<file path="src/design/uvpg_pkg.sv">
// ----------------------------------------------------------------------------
// uvpg_pkg
// Shared types and constants for the UV point proximity grouping block.
// ----------------------------------------------------------------------------
package uvpg_pkg;

  localparam int unsigned MAX_POINTS      = 64;
  localparam int unsigned COORD_FRAC_BITS = 16;

  localparam int unsigned COORD_W  = COORD_FRAC_BITS + 1;
  localparam int unsigned THRESH_W = 2 * COORD_FRAC_BITS + 2;
  localparam int unsigned POINT_W  = 2 * COORD_W;
  localparam int unsigned SQ_W     = 2 * COORD_W;
  localparam int unsigned SUM_W    = SQ_W + 1;
  localparam int unsigned PTR_W    = $clog2(MAX_POINTS);
  localparam int unsigned CNT_W    = PTR_W + 1;
  localparam int unsigned IDX_W    = 6;

  // 0.0001 in the squared coordinate scale
  localparam logic [THRESH_W-1:0] THRESH_RESET = THRESH_W'(429497);

  typedef struct packed {
    logic [COORD_W-1:0] coord_u;
    logic [COORD_W-1:0] coord_v;
    logic               set_end;
  } in_req_t;

  typedef struct packed {
    logic [IDX_W-1:0] point_index;
    logic [IDX_W-1:0] group_index;
    logic             group_last;
    logic             run_last;
    logic             overflowed;
  } out_rsp_t;

  // controller to datapath
  typedef struct packed {
    logic load;         // store the accepted request
    logic lead_step;    // skip a taken leader slot
    logic lead_take;    // open a group at the leader slot
    logic leader_load;  // capture the leader point
    logic cand_step;    // skip a candidate
    logic diff_en;      // register coordinate differences
    logic mul_en;       // register squares
    logic cand_join;    // candidate joins the open group
    logic group_end;    // close the open group
    logic flush;        // release the final result, clear the set
  } uvpg_cmd_t;

  // datapath to controller
  typedef struct packed {
    logic i_end;
    logic i_taken;
    logic j_end;
    logic j_taken;
    logic close;
    logic emit_ok;
    logic out_free;
  } uvpg_stat_t;

endpackage

</file>
<file path="src/design/uv_point_proximity_grouping_top.sv">
// ----------------------------------------------------------------------------
// uv_point_proximity_grouping_top
// Greedy leader grouping of 2D texture coordinates by squared distance.
// ----------------------------------------------------------------------------
// Points load one per cycle into a 64-entry store; a request with set_end
// starts grouping and the input stays blocked until the set's last result
// has been handed to the output register. The grouping pass is a single
// shared distance unit behind a sequencer: each untaken leader slot is sought
// and then read from the store, a leader slot already taken is skipped,
// each untaken later point goes through store read, difference, square
// and compare, and a later point already taken is skipped. Each group is
// closed once its candidate scan ends, and the final result is released
// once the leader scan ends. For a set of N points the distance tests
// number at most N(N-1)/2, and output back-pressure adds stalls. Results
// come out leader first, then joiners in load order.
module uv_point_proximity_grouping_top (
  input  logic                          clk_i,
  input  logic                          rst_ni,
  input  logic                          cfg_we_i,
  input  logic [uvpg_pkg::THRESH_W-1:0] cfg_wdata_i,
  input  logic                          in_valid_i,
  output logic                          in_ready_o,
  input  uvpg_pkg::in_req_t             in_req_i,
  output logic                          out_valid_o,
  input  logic                          out_ready_i,
  output uvpg_pkg::out_rsp_t            out_rsp_o
);
  import uvpg_pkg::*;

  uvpg_cmd_t  cmd;
  uvpg_stat_t stat;

  uvpg_ctrl u_ctrl (
    .clk_i        (clk_i),
    .rst_ni       (rst_ni),
    .in_valid_i   (in_valid_i),
    .in_set_end_i (in_req_i.set_end),
    .in_ready_o   (in_ready_o),
    .stat_i       (stat),
    .cmd_o        (cmd)
  );

  uvpg_datapath u_dp (
    .clk_i       (clk_i),
    .rst_ni      (rst_ni),
    .cfg_we_i    (cfg_we_i),
    .cfg_wdata_i (cfg_wdata_i),
    .in_req_i    (in_req_i),
    .cmd_i       (cmd),
    .stat_o      (stat),
    .out_valid_o (out_valid_o),
    .out_ready_i (out_ready_i),
    .out_rsp_o   (out_rsp_o)
  );

endmodule

</file>
<file path="src/design/uvpg_ram.sv">
// ----------------------------------------------------------------------------
// uvpg_ram
// Generic single write port, single read port RAM with registered read data.
// ----------------------------------------------------------------------------
module uvpg_ram #(
  parameter int unsigned WIDTH = 8,
  parameter int unsigned DEPTH = 16
) (
  input  logic                     clk_i,
  input  logic                     we_i,
  input  logic [$clog2(DEPTH)-1:0] waddr_i,
  input  logic [WIDTH-1:0]         wdata_i,
  input  logic [$clog2(DEPTH)-1:0] raddr_i,
  output logic [WIDTH-1:0]         rdata_o
);

  logic [WIDTH-1:0] mem_q [DEPTH];
  logic [WIDTH-1:0] rdata_q;

  always_ff @(posedge clk_i) begin
    if (we_i) begin
      mem_q[waddr_i] <= wdata_i;
    end
    rdata_q <= mem_q[raddr_i];
  end

  assign rdata_o = rdata_q;

endmodule

</file>
<file path="src/design/uvpg_ctrl.sv">
// ----------------------------------------------------------------------------
// uvpg_ctrl
// Sequencer for loading a set and walking the leader and candidate scans.
// ----------------------------------------------------------------------------
module uvpg_ctrl (
  input  logic                  clk_i,
  input  logic                  rst_ni,
  input  logic                  in_valid_i,
  input  logic                  in_set_end_i,
  output logic                  in_ready_o,
  input  uvpg_pkg::uvpg_stat_t  stat_i,
  output uvpg_pkg::uvpg_cmd_t   cmd_o
);
  import uvpg_pkg::*;

  localparam logic [2:0] S_IDLE      = 3'd0;
  localparam logic [2:0] S_LEAD_SEEK = 3'd1;
  localparam logic [2:0] S_LEAD_WAIT = 3'd2;
  localparam logic [2:0] S_CAND_SEEK = 3'd3;
  localparam logic [2:0] S_CAND_DIFF = 3'd4;
  localparam logic [2:0] S_CAND_MUL  = 3'd5;
  localparam logic [2:0] S_CAND_CMP  = 3'd6;
  localparam logic [2:0] S_FLUSH     = 3'd7;

  logic [2:0] state_q, state_d;
  uvpg_cmd_t  cmd;

  always_comb begin
    state_d    = state_q;
    cmd        = '0;
    in_ready_o = 1'b0;
    case (state_q)
      S_IDLE: begin
        in_ready_o = 1'b1;
        if (in_valid_i) begin
          cmd.load = 1'b1;
          if (in_set_end_i) begin
            state_d = S_LEAD_SEEK;
          end
        end
      end
      S_LEAD_SEEK: begin
        if (stat_i.i_end) begin
          state_d = S_FLUSH;
        end else if (stat_i.i_taken) begin
          cmd.lead_step = 1'b1;
        end else if (stat_i.emit_ok) begin
          cmd.lead_take = 1'b1;
          state_d       = S_LEAD_WAIT;
        end
      end
      S_LEAD_WAIT: begin
        cmd.leader_load = 1'b1;
        state_d         = S_CAND_SEEK;
      end
      S_CAND_SEEK: begin
        if (stat_i.j_end) begin
          cmd.group_end = 1'b1;
          state_d       = S_LEAD_SEEK;
        end else if (stat_i.j_taken) begin
          cmd.cand_step = 1'b1;
        end else begin
          state_d = S_CAND_DIFF;
        end
      end
      S_CAND_DIFF: begin
        cmd.diff_en = 1'b1;
        state_d     = S_CAND_MUL;
      end
      S_CAND_MUL: begin
        cmd.mul_en = 1'b1;
        state_d    = S_CAND_CMP;
      end
      S_CAND_CMP: begin
        if (!stat_i.close) begin
          cmd.cand_step = 1'b1;
          state_d       = S_CAND_SEEK;
        end else if (stat_i.emit_ok) begin
          cmd.cand_join = 1'b1;
          state_d       = S_CAND_SEEK;
        end
      end
      S_FLUSH: begin
        if (stat_i.out_free) begin
          cmd.flush = 1'b1;
          state_d   = S_IDLE;
        end
      end
      default: begin
        state_d = S_IDLE;
      end
    endcase
  end

  assign cmd_o = cmd;

  always_ff @(posedge clk_i or negedge rst_ni) begin
    if (!rst_ni) begin
      state_q <= S_IDLE;
    end else begin
      state_q <= state_d;
    end
  end

endmodule

</file>
<file path="src/design/uvpg_datapath.sv">
// ----------------------------------------------------------------------------
// uvpg_datapath
// Point store, scan counters, taken marks, distance pipeline and result
// registers for the proximity grouping block.
// ----------------------------------------------------------------------------
module uvpg_datapath (
  input  logic                             clk_i,
  input  logic                             rst_ni,
  input  logic                             cfg_we_i,
  input  logic [uvpg_pkg::THRESH_W-1:0]    cfg_wdata_i,
  input  uvpg_pkg::in_req_t                in_req_i,
  input  uvpg_pkg::uvpg_cmd_t              cmd_i,
  output uvpg_pkg::uvpg_stat_t             stat_o,
  output logic                             out_valid_o,
  input  logic                             out_ready_i,
  output uvpg_pkg::out_rsp_t               out_rsp_o
);
  import uvpg_pkg::*;

  logic [THRESH_W-1:0]   thresh_q;
  logic [CNT_W-1:0]      count_q;
  logic                  ovf_q;
  logic [CNT_W-1:0]      i_q;
  logic [CNT_W-1:0]      j_q;
  logic [MAX_POINTS-1:0] taken_q;
  logic [IDX_W-1:0]      grp_q;
  logic                  pend_valid_q;
  out_rsp_t              pend_q;
  logic                  out_valid_q;
  out_rsp_t              out_q;

  logic [POINT_W-1:0]    leader_q;
  logic [COORD_W-1:0]    du_q, dv_q;
  logic [SQ_W-1:0]       squ_q, sqv_q;

  logic                  full;
  logic                  ram_we;
  logic [PTR_W-1:0]      raddr;
  logic [POINT_W-1:0]    rdata;
  logic [COORD_W-1:0]    lu, lv, cu, cv;
  logic [SUM_W-1:0]      dist_sq;
  logic                  out_free;
  logic                  emit;
  logic                  push;
  out_rsp_t              new_rsp;
  out_rsp_t              last_rsp;

  assign full   = (count_q == CNT_W'(MAX_POINTS));
  assign ram_we = cmd_i.load && !full;
  assign raddr  = cmd_i.lead_take ? i_q[PTR_W-1:0] : j_q[PTR_W-1:0];

  uvpg_ram #(
    .WIDTH (POINT_W),
    .DEPTH (MAX_POINTS)
  ) u_store (
    .clk_i   (clk_i),
    .we_i    (ram_we),
    .waddr_i (count_q[PTR_W-1:0]),
    .wdata_i ({in_req_i.coord_v, in_req_i.coord_u}),
    .raddr_i (raddr),
    .rdata_o (rdata)
  );

  assign lu = leader_q[COORD_W-1:0];
  assign lv = leader_q[POINT_W-1:COORD_W];
  assign cu = rdata[COORD_W-1:0];
  assign cv = rdata[POINT_W-1:COORD_W];

  assign dist_sq = SUM_W'(squ_q) + SUM_W'(sqv_q);

  assign out_free = !out_valid_q || out_ready_i;
  assign emit     = cmd_i.lead_take || cmd_i.cand_join;
  assign push     = (emit && pend_valid_q) || cmd_i.flush;

  always_comb begin
    new_rsp             = '0;
    new_rsp.point_index = cmd_i.lead_take ? IDX_W'(i_q[PTR_W-1:0])
                                          : IDX_W'(j_q[PTR_W-1:0]);
    new_rsp.group_index = grp_q;
    new_rsp.overflowed  = ovf_q;
  end

  // final result of the set closes its group and the run
  always_comb begin
    last_rsp            = pend_q;
    last_rsp.group_last = 1'b1;
    last_rsp.run_last   = 1'b1;
  end

  assign stat_o.i_end    = (i_q >= count_q);
  assign stat_o.i_taken  = taken_q[i_q[PTR_W-1:0]];
  assign stat_o.j_end    = (j_q >= count_q);
  assign stat_o.j_taken  = taken_q[j_q[PTR_W-1:0]];
  assign stat_o.close    = (dist_sq < SUM_W'(thresh_q));
  assign stat_o.emit_ok  = !pend_valid_q || out_free;
  assign stat_o.out_free = out_free;

  // control state
  always_ff @(posedge clk_i or negedge rst_ni) begin
    if (!rst_ni) begin
      thresh_q     <= THRESH_RESET;
      count_q      <= '0;
      ovf_q        <= 1'b0;
      i_q          <= '0;
      j_q          <= '0;
      taken_q      <= '0;
      grp_q        <= '0;
      pend_valid_q <= 1'b0;
      out_valid_q  <= 1'b0;
    end else begin
      if (cfg_we_i) begin
        thresh_q <= cfg_wdata_i;
      end
      if (cmd_i.load) begin
        if (full) begin
          ovf_q <= 1'b1;
        end else begin
          count_q <= count_q + CNT_W'(1);
        end
      end
      if (cmd_i.lead_step || cmd_i.group_end) begin
        i_q <= i_q + CNT_W'(1);
      end
      if (cmd_i.lead_take) begin
        taken_q[i_q[PTR_W-1:0]] <= 1'b1;
        j_q <= i_q + CNT_W'(1);
      end
      if (cmd_i.cand_step || cmd_i.cand_join) begin
        j_q <= j_q + CNT_W'(1);
      end
      if (cmd_i.cand_join) begin
        taken_q[j_q[PTR_W-1:0]] <= 1'b1;
      end
      if (cmd_i.group_end) begin
        grp_q <= grp_q + IDX_W'(1);
      end
      if (emit) begin
        pend_valid_q <= 1'b1;
      end
      if (push) begin
        out_valid_q <= 1'b1;
      end else if (out_ready_i) begin
        out_valid_q <= 1'b0;
      end
      if (cmd_i.flush) begin
        pend_valid_q <= 1'b0;
        count_q      <= '0;
        ovf_q        <= 1'b0;
        i_q          <= '0;
        taken_q      <= '0;
        grp_q        <= '0;
      end
    end
  end

  // payload
  always_ff @(posedge clk_i) begin
    if (cmd_i.leader_load) begin
      leader_q <= rdata;
    end
    if (cmd_i.diff_en) begin
      du_q <= (lu >= cu) ? (lu - cu) : (cu - lu);
      dv_q <= (lv >= cv) ? (lv - cv) : (cv - lv);
    end
    if (cmd_i.mul_en) begin
      squ_q <= SQ_W'(du_q) * SQ_W'(du_q);
      sqv_q <= SQ_W'(dv_q) * SQ_W'(dv_q);
    end
    if (emit) begin
      pend_q <= new_rsp;
    end else if (cmd_i.group_end) begin
      pend_q.group_last <= 1'b1;
    end
    if (push) begin
      out_q <= cmd_i.flush ? last_rsp : pend_q;
    end
  end

  assign out_valid_o = out_valid_q;
  assign out_rsp_o   = out_q;

endmodule

</file>
<file path="config.mk">
export PLATFORM = sky130hd
export DESIGN_NAME = uv_point_proximity_grouping_top
export DESIGN_NICKNAME = d
export VERILOG_FILES = /design/src/design/uvpg_pkg.sv /design/src/design/uv_point_proximity_grouping_top.sv /design/src/design/uvpg_ram.sv /design/src/design/uvpg_ctrl.sv /design/src/design/uvpg_datapath.sv
export SDC_FILE = /design/constraint.sdc
export NUM_CORES = 2
export LEC_CHECK = 0
export BUFFER_PORTS_ARGS = -buffer_cell sky130_fd_sc_hd__buf_2
export CELL_PAD_IN_SITES_DETAIL_PLACEMENT = 0
export CELL_PAD_IN_SITES_GLOBAL_PLACEMENT = 1
export CORE_MARGIN = 2
export CORE_UTILIZATION = 55
export DETAILED_ROUTE_END_ITERATION = 7
export PLACE_DENSITY_LB_ADDON = 0.15
export SLEW_MARGIN = 20
export SYNTH_ARGS = -nofsm -noshare
export SYNTH_HDL_FRONTEND = slang
export SYNTH_SLANG_ARGS = --single-unit
</file>
<file path="constraint.sdc">
create_clock -name clk_i -period 19.75 [get_ports clk_i]
set_input_delay 3.95 -clock clk_i [delete_from_list [all_inputs] [get_ports clk_i]]
set_output_delay 3.95 -clock clk_i [all_outputs]
set_load 0.02 [all_outputs]
</file>
======== Word level (Yosys, flattened, before mapping) ========
Memory sizes are Yosys's and may differ from the RTL's. A register that Yosys moved wholly into a read port is not among the register bits.
Cells that the tools add are included.
W data, S select, Z words.
storage, ports and cells
  register bits after elaboration ......... 296
  output and inout port bits .............. 17
  bits of input ports ..................... 74
  word-level logic and storage cells ...... 151
  memories ................................ 1
  memory bits (writable) .................. 2,176
memories
  memory              depth  bits a word  read ports  clocked after Yosys merged registers in  wr ports  line            source
  u_dp.u_store.mem_q  64     34           1           1                                        1         uvpg_ram.sv:17  logic [WIDTH-1:0] mem_q [DEPTH];
cells by class
  equality and inequality tests ........... 16
  multiplexer cells ....................... 64
  $add $sub $neg .......................... 9
  multiply operators ...................... 2
  bitwise gates (word level) .............. 2
  reduce and logical (&&, ||, !) cells .... 24
  order comparisons ....................... 9
operators with widths
  operator               count
  $mux W64               3
  $or A64 B64 Y64        2
  $mul A17 B17 Y34       2
  $sub A17 B17 Y17       4
  $mux W7                7
  $add A34 B34 Y35       1
  $lt A35 B34 Y1         1
  $ge A17 B17 Y1         2
  $mux W17               2
  $mux W1                31
  $mux W3                10
  $pmux W3 S8            1
  $add A7 B1 Y7 const B  3
  $mux W6                3
  $ge A7 B7 Y1           2
  $lt A6 B7 Y1 const B   2
  $reduce_bool A2 Y1     7
  $bmux W1 S6            2
  $demux W1 S6           2
  $eq A3 B3 Y1 const B   4
  $ge A6 B1 Y1 const B   2
  $ne A3 B3 Y1 const B   4
  $eq A7 B7 Y1 const B   1
  $reduce_and A7 Y1      1
  12 further kinds       27

======== Longest topological paths before layout ========
  depth in word-level cells ............... 11
  gate-level depth with buffers ........... 27
  depth with buffers taken out ............ 25

======== Hierarchy ========
Synthesis repeated with hierarchy kept, for this count alone.
unflattened totals
  cells, all modules ...................... 7,191
  area total of the unflattened synthesis .. 117,295.0 um^2
modules (own cells, without submodules)
  module         sequential area each (um^2)  area each (um^2)  cells an instance  instances
  uvpg_ram       66,023.3                     83,774.1          3,744              1
  uvpg_datapath  8,101.5                      33,184.3          3,407              1
  uvpg_ctrl      75.1                         336.6             40                 1

======== Worst setup path before layout ========
No wires, ideal clock.
  path type ............................... input to register
  start point ............................. input in_valid_i
  end point ............................... memory u_dp.u_store.mem_q[63][10] (netlist bit), enable pin
  setup time .............................. 0.425 ns
  buffers on the path ..................... 0
  required time ........................... 19.325 ns
  arrival time ............................ 6.221 ns
  stages on the path ...................... 4
  setup slack ............................. 13.104 ns
  cell sequence ........................... nand3b_1 -> nor2_1 -> nand3_1 -> nor2_1
between the ends
  word-level cells in the longest chain between the ends .. 5
RTL lines
  what                           line                                   source
  start: declaration             uv_point_proximity_grouping_top.sv:21  input logic in_valid_i,
  $mux W1                        uvpg_ctrl.sv:35                        if (in_valid_i) begin
  $mux W1                        uvpg_ctrl.sv:32                        case (state_q)
  $logic_and A1 B1 Y1            uvpg_datapath.sv:49                    assign ram_we = cmd_i.load && !full;
  $mux W1                        uvpg_ram.sv:21                         if (we_i) begin
  $mux W1 (not written as such)  uvpg_ram.sv:22                         mem_q[waddr_i] <= wdata_i;
  end: declaration               uvpg_ram.sv:17
Every way passes these cells.

======== Worst setup path after layout ========
  start point ............................. input out_ready_i
  end point ............................... register u_dp.u_store.rdata_q[27], in the netlist u_dp.u_store.rdata_o[27], read port of u_dp.u_store.mem_q
between the ends
  word-level cells in the longest chain between the ends .. 7
RTL lines
  what                line                                   source
  start: declaration  uv_point_proximity_grouping_top.sv:25  input logic out_ready_i,
  $logic_or A1 B1 Y1  uvpg_datapath.sv:71                    assign out_free = !out_valid_q || out_ready_i;
  $logic_or A1 B1 Y1  uvpg_datapath.sv:95                    assign stat_o.emit_ok = !pend_valid_q || out_free;
  $mux W1             uvpg_ctrl.sv:47                        end else if (stat_i.emit_ok) begin
  $mux W1             uvpg_ctrl.sv:45                        end else if (stat_i.i_taken) begin
  $mux W2             uvpg_ctrl.sv:43                        if (stat_i.i_end) begin
  $mux W2             uvpg_ctrl.sv:32
  $mux W6             uvpg_datapath.sv:50                    assign raddr = cmd_i.lead_take ? i_q[PTR_W-1:0] : j_q[PTR_W-1:0];
  end: declaration    uvpg_ram.sv:18                         logic [WIDTH-1:0] rdata_q;
Every way passes these cells.
A chain may end at the register's enable or synchronous reset.

==> impl_summary.md <==
Synthesis
After synthesis, the largest family of logic cells by area is simple AND/OR/NAND/NOR gates. The count of distinct cell types in the synthesized netlist is 100. The post-synth net total is 10190. The number of synthesized flops with an enable pin is 2338. After synthesis, the share of flip-flops with an asynchronous set or reset is 5.232%. Among all flip-flop cells after synthesis, the most frequent one is sky130_fd_sc_hd__edfxtp_1. The average cell area after synthesis is 12.81 um2. The cell taking the most area after synthesis is sky130_fd_sc_hd__edfxtp_1. The most common cell in the synthesized netlist is sky130_fd_sc_hd__edfxtp_1. Summing the areas of all compound-gate instances in the mapped netlist gives 7.658% of the synthesized area. After synthesis, the most frequently instantiated cells are 2338 x sky130_fd_sc_hd__edfxtp_1, 1734 x sky130_fd_sc_hd__nand2_1, 715 x sky130_fd_sc_hd__inv_1, 480 x sky130_fd_sc_hd__a21oi_1, 388 x sky130_fd_sc_hd__fa_1.

The post-synthesis sequential element count is 2504. The post-synthesis simple-gate area fraction is 10.86%. After synthesis, the share of cell area in mux cells is 3.927%. The sequential cell area fraction in the yosys report is 61.85%. The xor and xnor area share after synthesis is 1.029%.

After synthesis, the cell types taking the most area are sky130_fd_sc_hd__edfxtp_1 59%, sky130_fd_sc_hd__fa_1 6.5%, sky130_fd_sc_hd__nand2_1 5.4%. The total of warnings raised by yosys is 0. The area of the mapped netlist is 120000 um2. The adder-cell area share of the yosys netlist is 10.25%.

The number of cells produced by synthesis is 9363. The portion of synthesized cell area occupied by the leading cell type is 58.52%.

Setup path
The critical register-to-register path startpoint is u_dp.sqv_q[3]. At the worst endpoint, the required time is 20570 ps. For flop-to-flop paths, the worst setup slack is 11950 ps. For the worst setup path, the data arrival time is 9280 ps. The highest net fanout along the worst path is 66. By startpoint and endpoint, the worst setup path is classified as primary input to register. The worst register-to-register path ends at u_dp.out_rsp_o[11]. The type of element launching the critical path is a primary input. For the worst flop-to-flop path, the logic depth is 20.

The nature of the critical path endpoint is a register.

Die
Measured along the y axis, the die boundary spans 471.0 um. The floorplan step defined a die boundary enclosing 221900 um2. The die outline width is 471.0 um.

The floorplan has 171 rows. In this run the count of I/O pins placed on the die edge is 91. The initial standard-cell utilization of the core is 55.30%.

After floorplanning, the core was sized to cover 217000 um2.

Drt
The first-iteration detailed-routing DRC count is 9224. The average wire per cell in the routed design is 26.86 um. The count of nets left with antenna violations after detail routing is 0. The remaining routing DRC violations is 0.

The via density per instance is 6.154. The number of detailed-route iterations in the first pass is 7. The aggregate routed wire length is 335300 um. Summing over every cut layer, the via total after detailed routing is 76830.

Placed design
The final weighted congestion in routability-driven placement is 0.8859. Buffers placed on the I/O ports in this run total 90. The total half-perimeter wirelength after legalization and detailed placement is 196900 um.

Final layout
The area growth from synthesis to layout is 9.978%. The sequential cell area is 74200 um2. In the final layout, the share of cells above drive strength 1 is 8.896%. Counting the fill cells in the layout gives 16880. The area of the multi-input gates is 41080 um2. In the final design database the tool counted 10250 nets.

Timing
Timing would allow up to 118.3 MHz. The number of endpoints with negative hold slack in the final report was 0. After routing, the total negative slack on setup checks comes to 0 ps. Setup violations remaining at the end of the flow were counted as 0. For the pin with the worst max-slew slack, the measured transition is 1258 ps. The setup clock skew after layout is 96.00 ps.

After layout, the minimum clock period comes to 8453 ps. Setup repair after global routing left no endpoint under its margin. Headroom to the max-slew limit came out at 15.92%. Of the available clock period, the critical path in the final layout requires 42.80%.

The final count of pins violating max slew is 0.

Clock tree
Post-CTS timing repair inserted 0 buffers for setup. The depth of the CTS H-tree is 5. The number of buffers added by the clock tree synthesis step is 276. The clock reaches the later pin of the worst-skew pair after 960 ps. The number of clock sinks is 2504. The hold-fix buffer count after cts is 0. After clock tree synthesis, the repair step resized 0 gates. The maximum clock insertion buffer count is 4.

The cell sitting at the root of the clock tree is a sky130_fd_sc_hd__clkbuf_16. The clock-pin slew on the worst setup and hold paths is 60 ps. The clock tree from TritonCTS is yes.

Min path
The path type of the worst min-delay path is register to register. The worst hold path terminates at u_dp.out_rsp_o[3]. The critical hold path startpoint is u_dp.last_rsp[3]. The cell count of the worst hold path is 0.

Outcome
The run finished with clean final reports.

GRT
In the global route stage, overall resource usage came out at 30.07%. The via count of the first global-routing pass was 75700. Entering global routing, the biggest net connects 146 pins.

The initial antenna violation count came to 23. The wire length of the first global-routing pass is 496500 um. The overall overflow remaining after global route is 0.

Run
The max-capacitance violation count is 0.
-- state kept, by name (all words and copies together), names as in the netlist, 7 cells and up --
name,cells
u_dp.out_rsp_o,15
u_dp.dv_q,17
u_dp.squ_q,33
u_dp.du_q,17
u_dp.u_store.mem_q,2176
u_dp.leader_q,34
u_dp.i_q,7
u_dp.last_rsp,13
u_dp.sqv_q,33
u_dp.thresh_q,34
u_dp.u_store.rdata_o,34
u_dp.count_q,7
u_dp.j_q,7
u_dp.taken_q,64
-- routing by layer --
layer  vias to the layer above  global-route usage (%)  share of wire, %
li1                      33820                       -                 -
met1                     38800                   40.89                39
met2                      3606                   49.45                48
met3                       605                   5.222               9.0
met4                         6                   9.766               3.2
met5                         -                       0             0.013
-- worst max-delay path by stage --
stage	to	slack, ps	from	depth (start not counted)
2_1_floorplan	u_dp.u_store.mem_q[63][10]	13100	in_valid_i	4
3_3_place_gp	u_dp.u_store.rdata_o[13]	10320	out_ready_i	13
3_5_place_dp	u_dp.u_store.rdata_o[27]	10420	out_ready_i	14
4_1_cts	u_dp.u_store.rdata_o[18]	11390	out_ready_i	15
5_1_grt	u_dp.u_store.rdata_o[26]	10990	out_ready_i	14
6_report	u_dp.u_store.rdata_o[27]	11300	out_ready_i	14
-- layout make-up --
| type | count | area share (%) |
|---|---|---|
| diodes | 8 | 0.01517 |
| repair buffers | 267 | 1.499 |
| clock buffers | 342 | 5.564 |
| inverters | 722 | 2.076 |
| clock inverters | 133 | 0.7662 |
| flip-flops and latches | 2504 | 56.24 |
| well taps | 2854 | 2.706 |
| multi-input cells | 5654 | 31.14 |
-- through the flow --
step	hold WS [ps]	area (um2)	util (%)	setup slack, ps	std cells
floorplan	400.3	120000	-	13100	9363
global placement	401.3	123400	56.90	10320	12000
detailed placement	405.2	123500	56.91	10420	12000
CTS	401.1	131800	60.76	11390	12470
global route	406.2	131900	60.81	10990	12480
finish	394.4	131900	60.82	11300	12480
-- cell usage in the layout, fill, tap and decap left out, types with 67 or more instances in the layout --
cell	count
sky130_fd_sc_hd__a21o_1	78
sky130_fd_sc_hd__a21oi_1	479
sky130_fd_sc_hd__a31oi_1	150
sky130_fd_sc_hd__and2_1	130
sky130_fd_sc_hd__and3_1	141
sky130_fd_sc_hd__buf_2	67
sky130_fd_sc_hd__buf_4	188
sky130_fd_sc_hd__clkbuf_16	281
sky130_fd_sc_hd__dfrtp_1	120
sky130_fd_sc_hd__edfxtp_1	2338
sky130_fd_sc_hd__fa_1	388
sky130_fd_sc_hd__ha_1	362
sky130_fd_sc_hd__inv_1	713
sky130_fd_sc_hd__mux2i_1	315
sky130_fd_sc_hd__nand2_1	1734
sky130_fd_sc_hd__nand3_1	311
sky130_fd_sc_hd__nor2_1	163
sky130_fd_sc_hd__nor3_1	120
sky130_fd_sc_hd__o21ai_0	189
sky130_fd_sc_hd__o221ai_1	77
sky130_fd_sc_hd__o22ai_1	142
sky130_fd_sc_hd__xnor2_1	95
-- critical path, stage by stage --
cell	delay (ps)
sky130_fd_sc_hd__buf_2	100
sky130_fd_sc_hd__nor2b_1	340
sky130_fd_sc_hd__nand2_1	150
sky130_fd_sc_hd__o21ai_0	120
sky130_fd_sc_hd__o311a_4	500
sky130_fd_sc_hd__buf_4	540
sky130_fd_sc_hd__buf_4	770
sky130_fd_sc_hd__buf_4	800
sky130_fd_sc_hd__buf_4	680
sky130_fd_sc_hd__mux2i_1	260
sky130_fd_sc_hd__a221o_1	170
sky130_fd_sc_hd__a31oi_1	40
sky130_fd_sc_hd__a211oi_1	570
sky130_fd_sc_hd__nor3_1	90
-- kinds of logic (layout without fill, tap and decap cells) --
| group | count (synthesis) | in the layout |
|---|---|---|
| multiplexers | 393 | 393 |
| adder cells (fa/ha/maj) | 750 | 750 |
| AO/OA/AOI/OAI | 1432 | 1432 |
| flip-flops | 2504 | 2504 |
| other | 0 | 8 |
| XOR/XNOR | 141 | 141 |
| AND/OR/NAND/NOR | 2938 | 2938 |
| buffers and inverters | 1205 | 1464 |
Power is not shown: default switching activity piles up to over one toggle a cycle in this logic, so the estimate is an artifact.
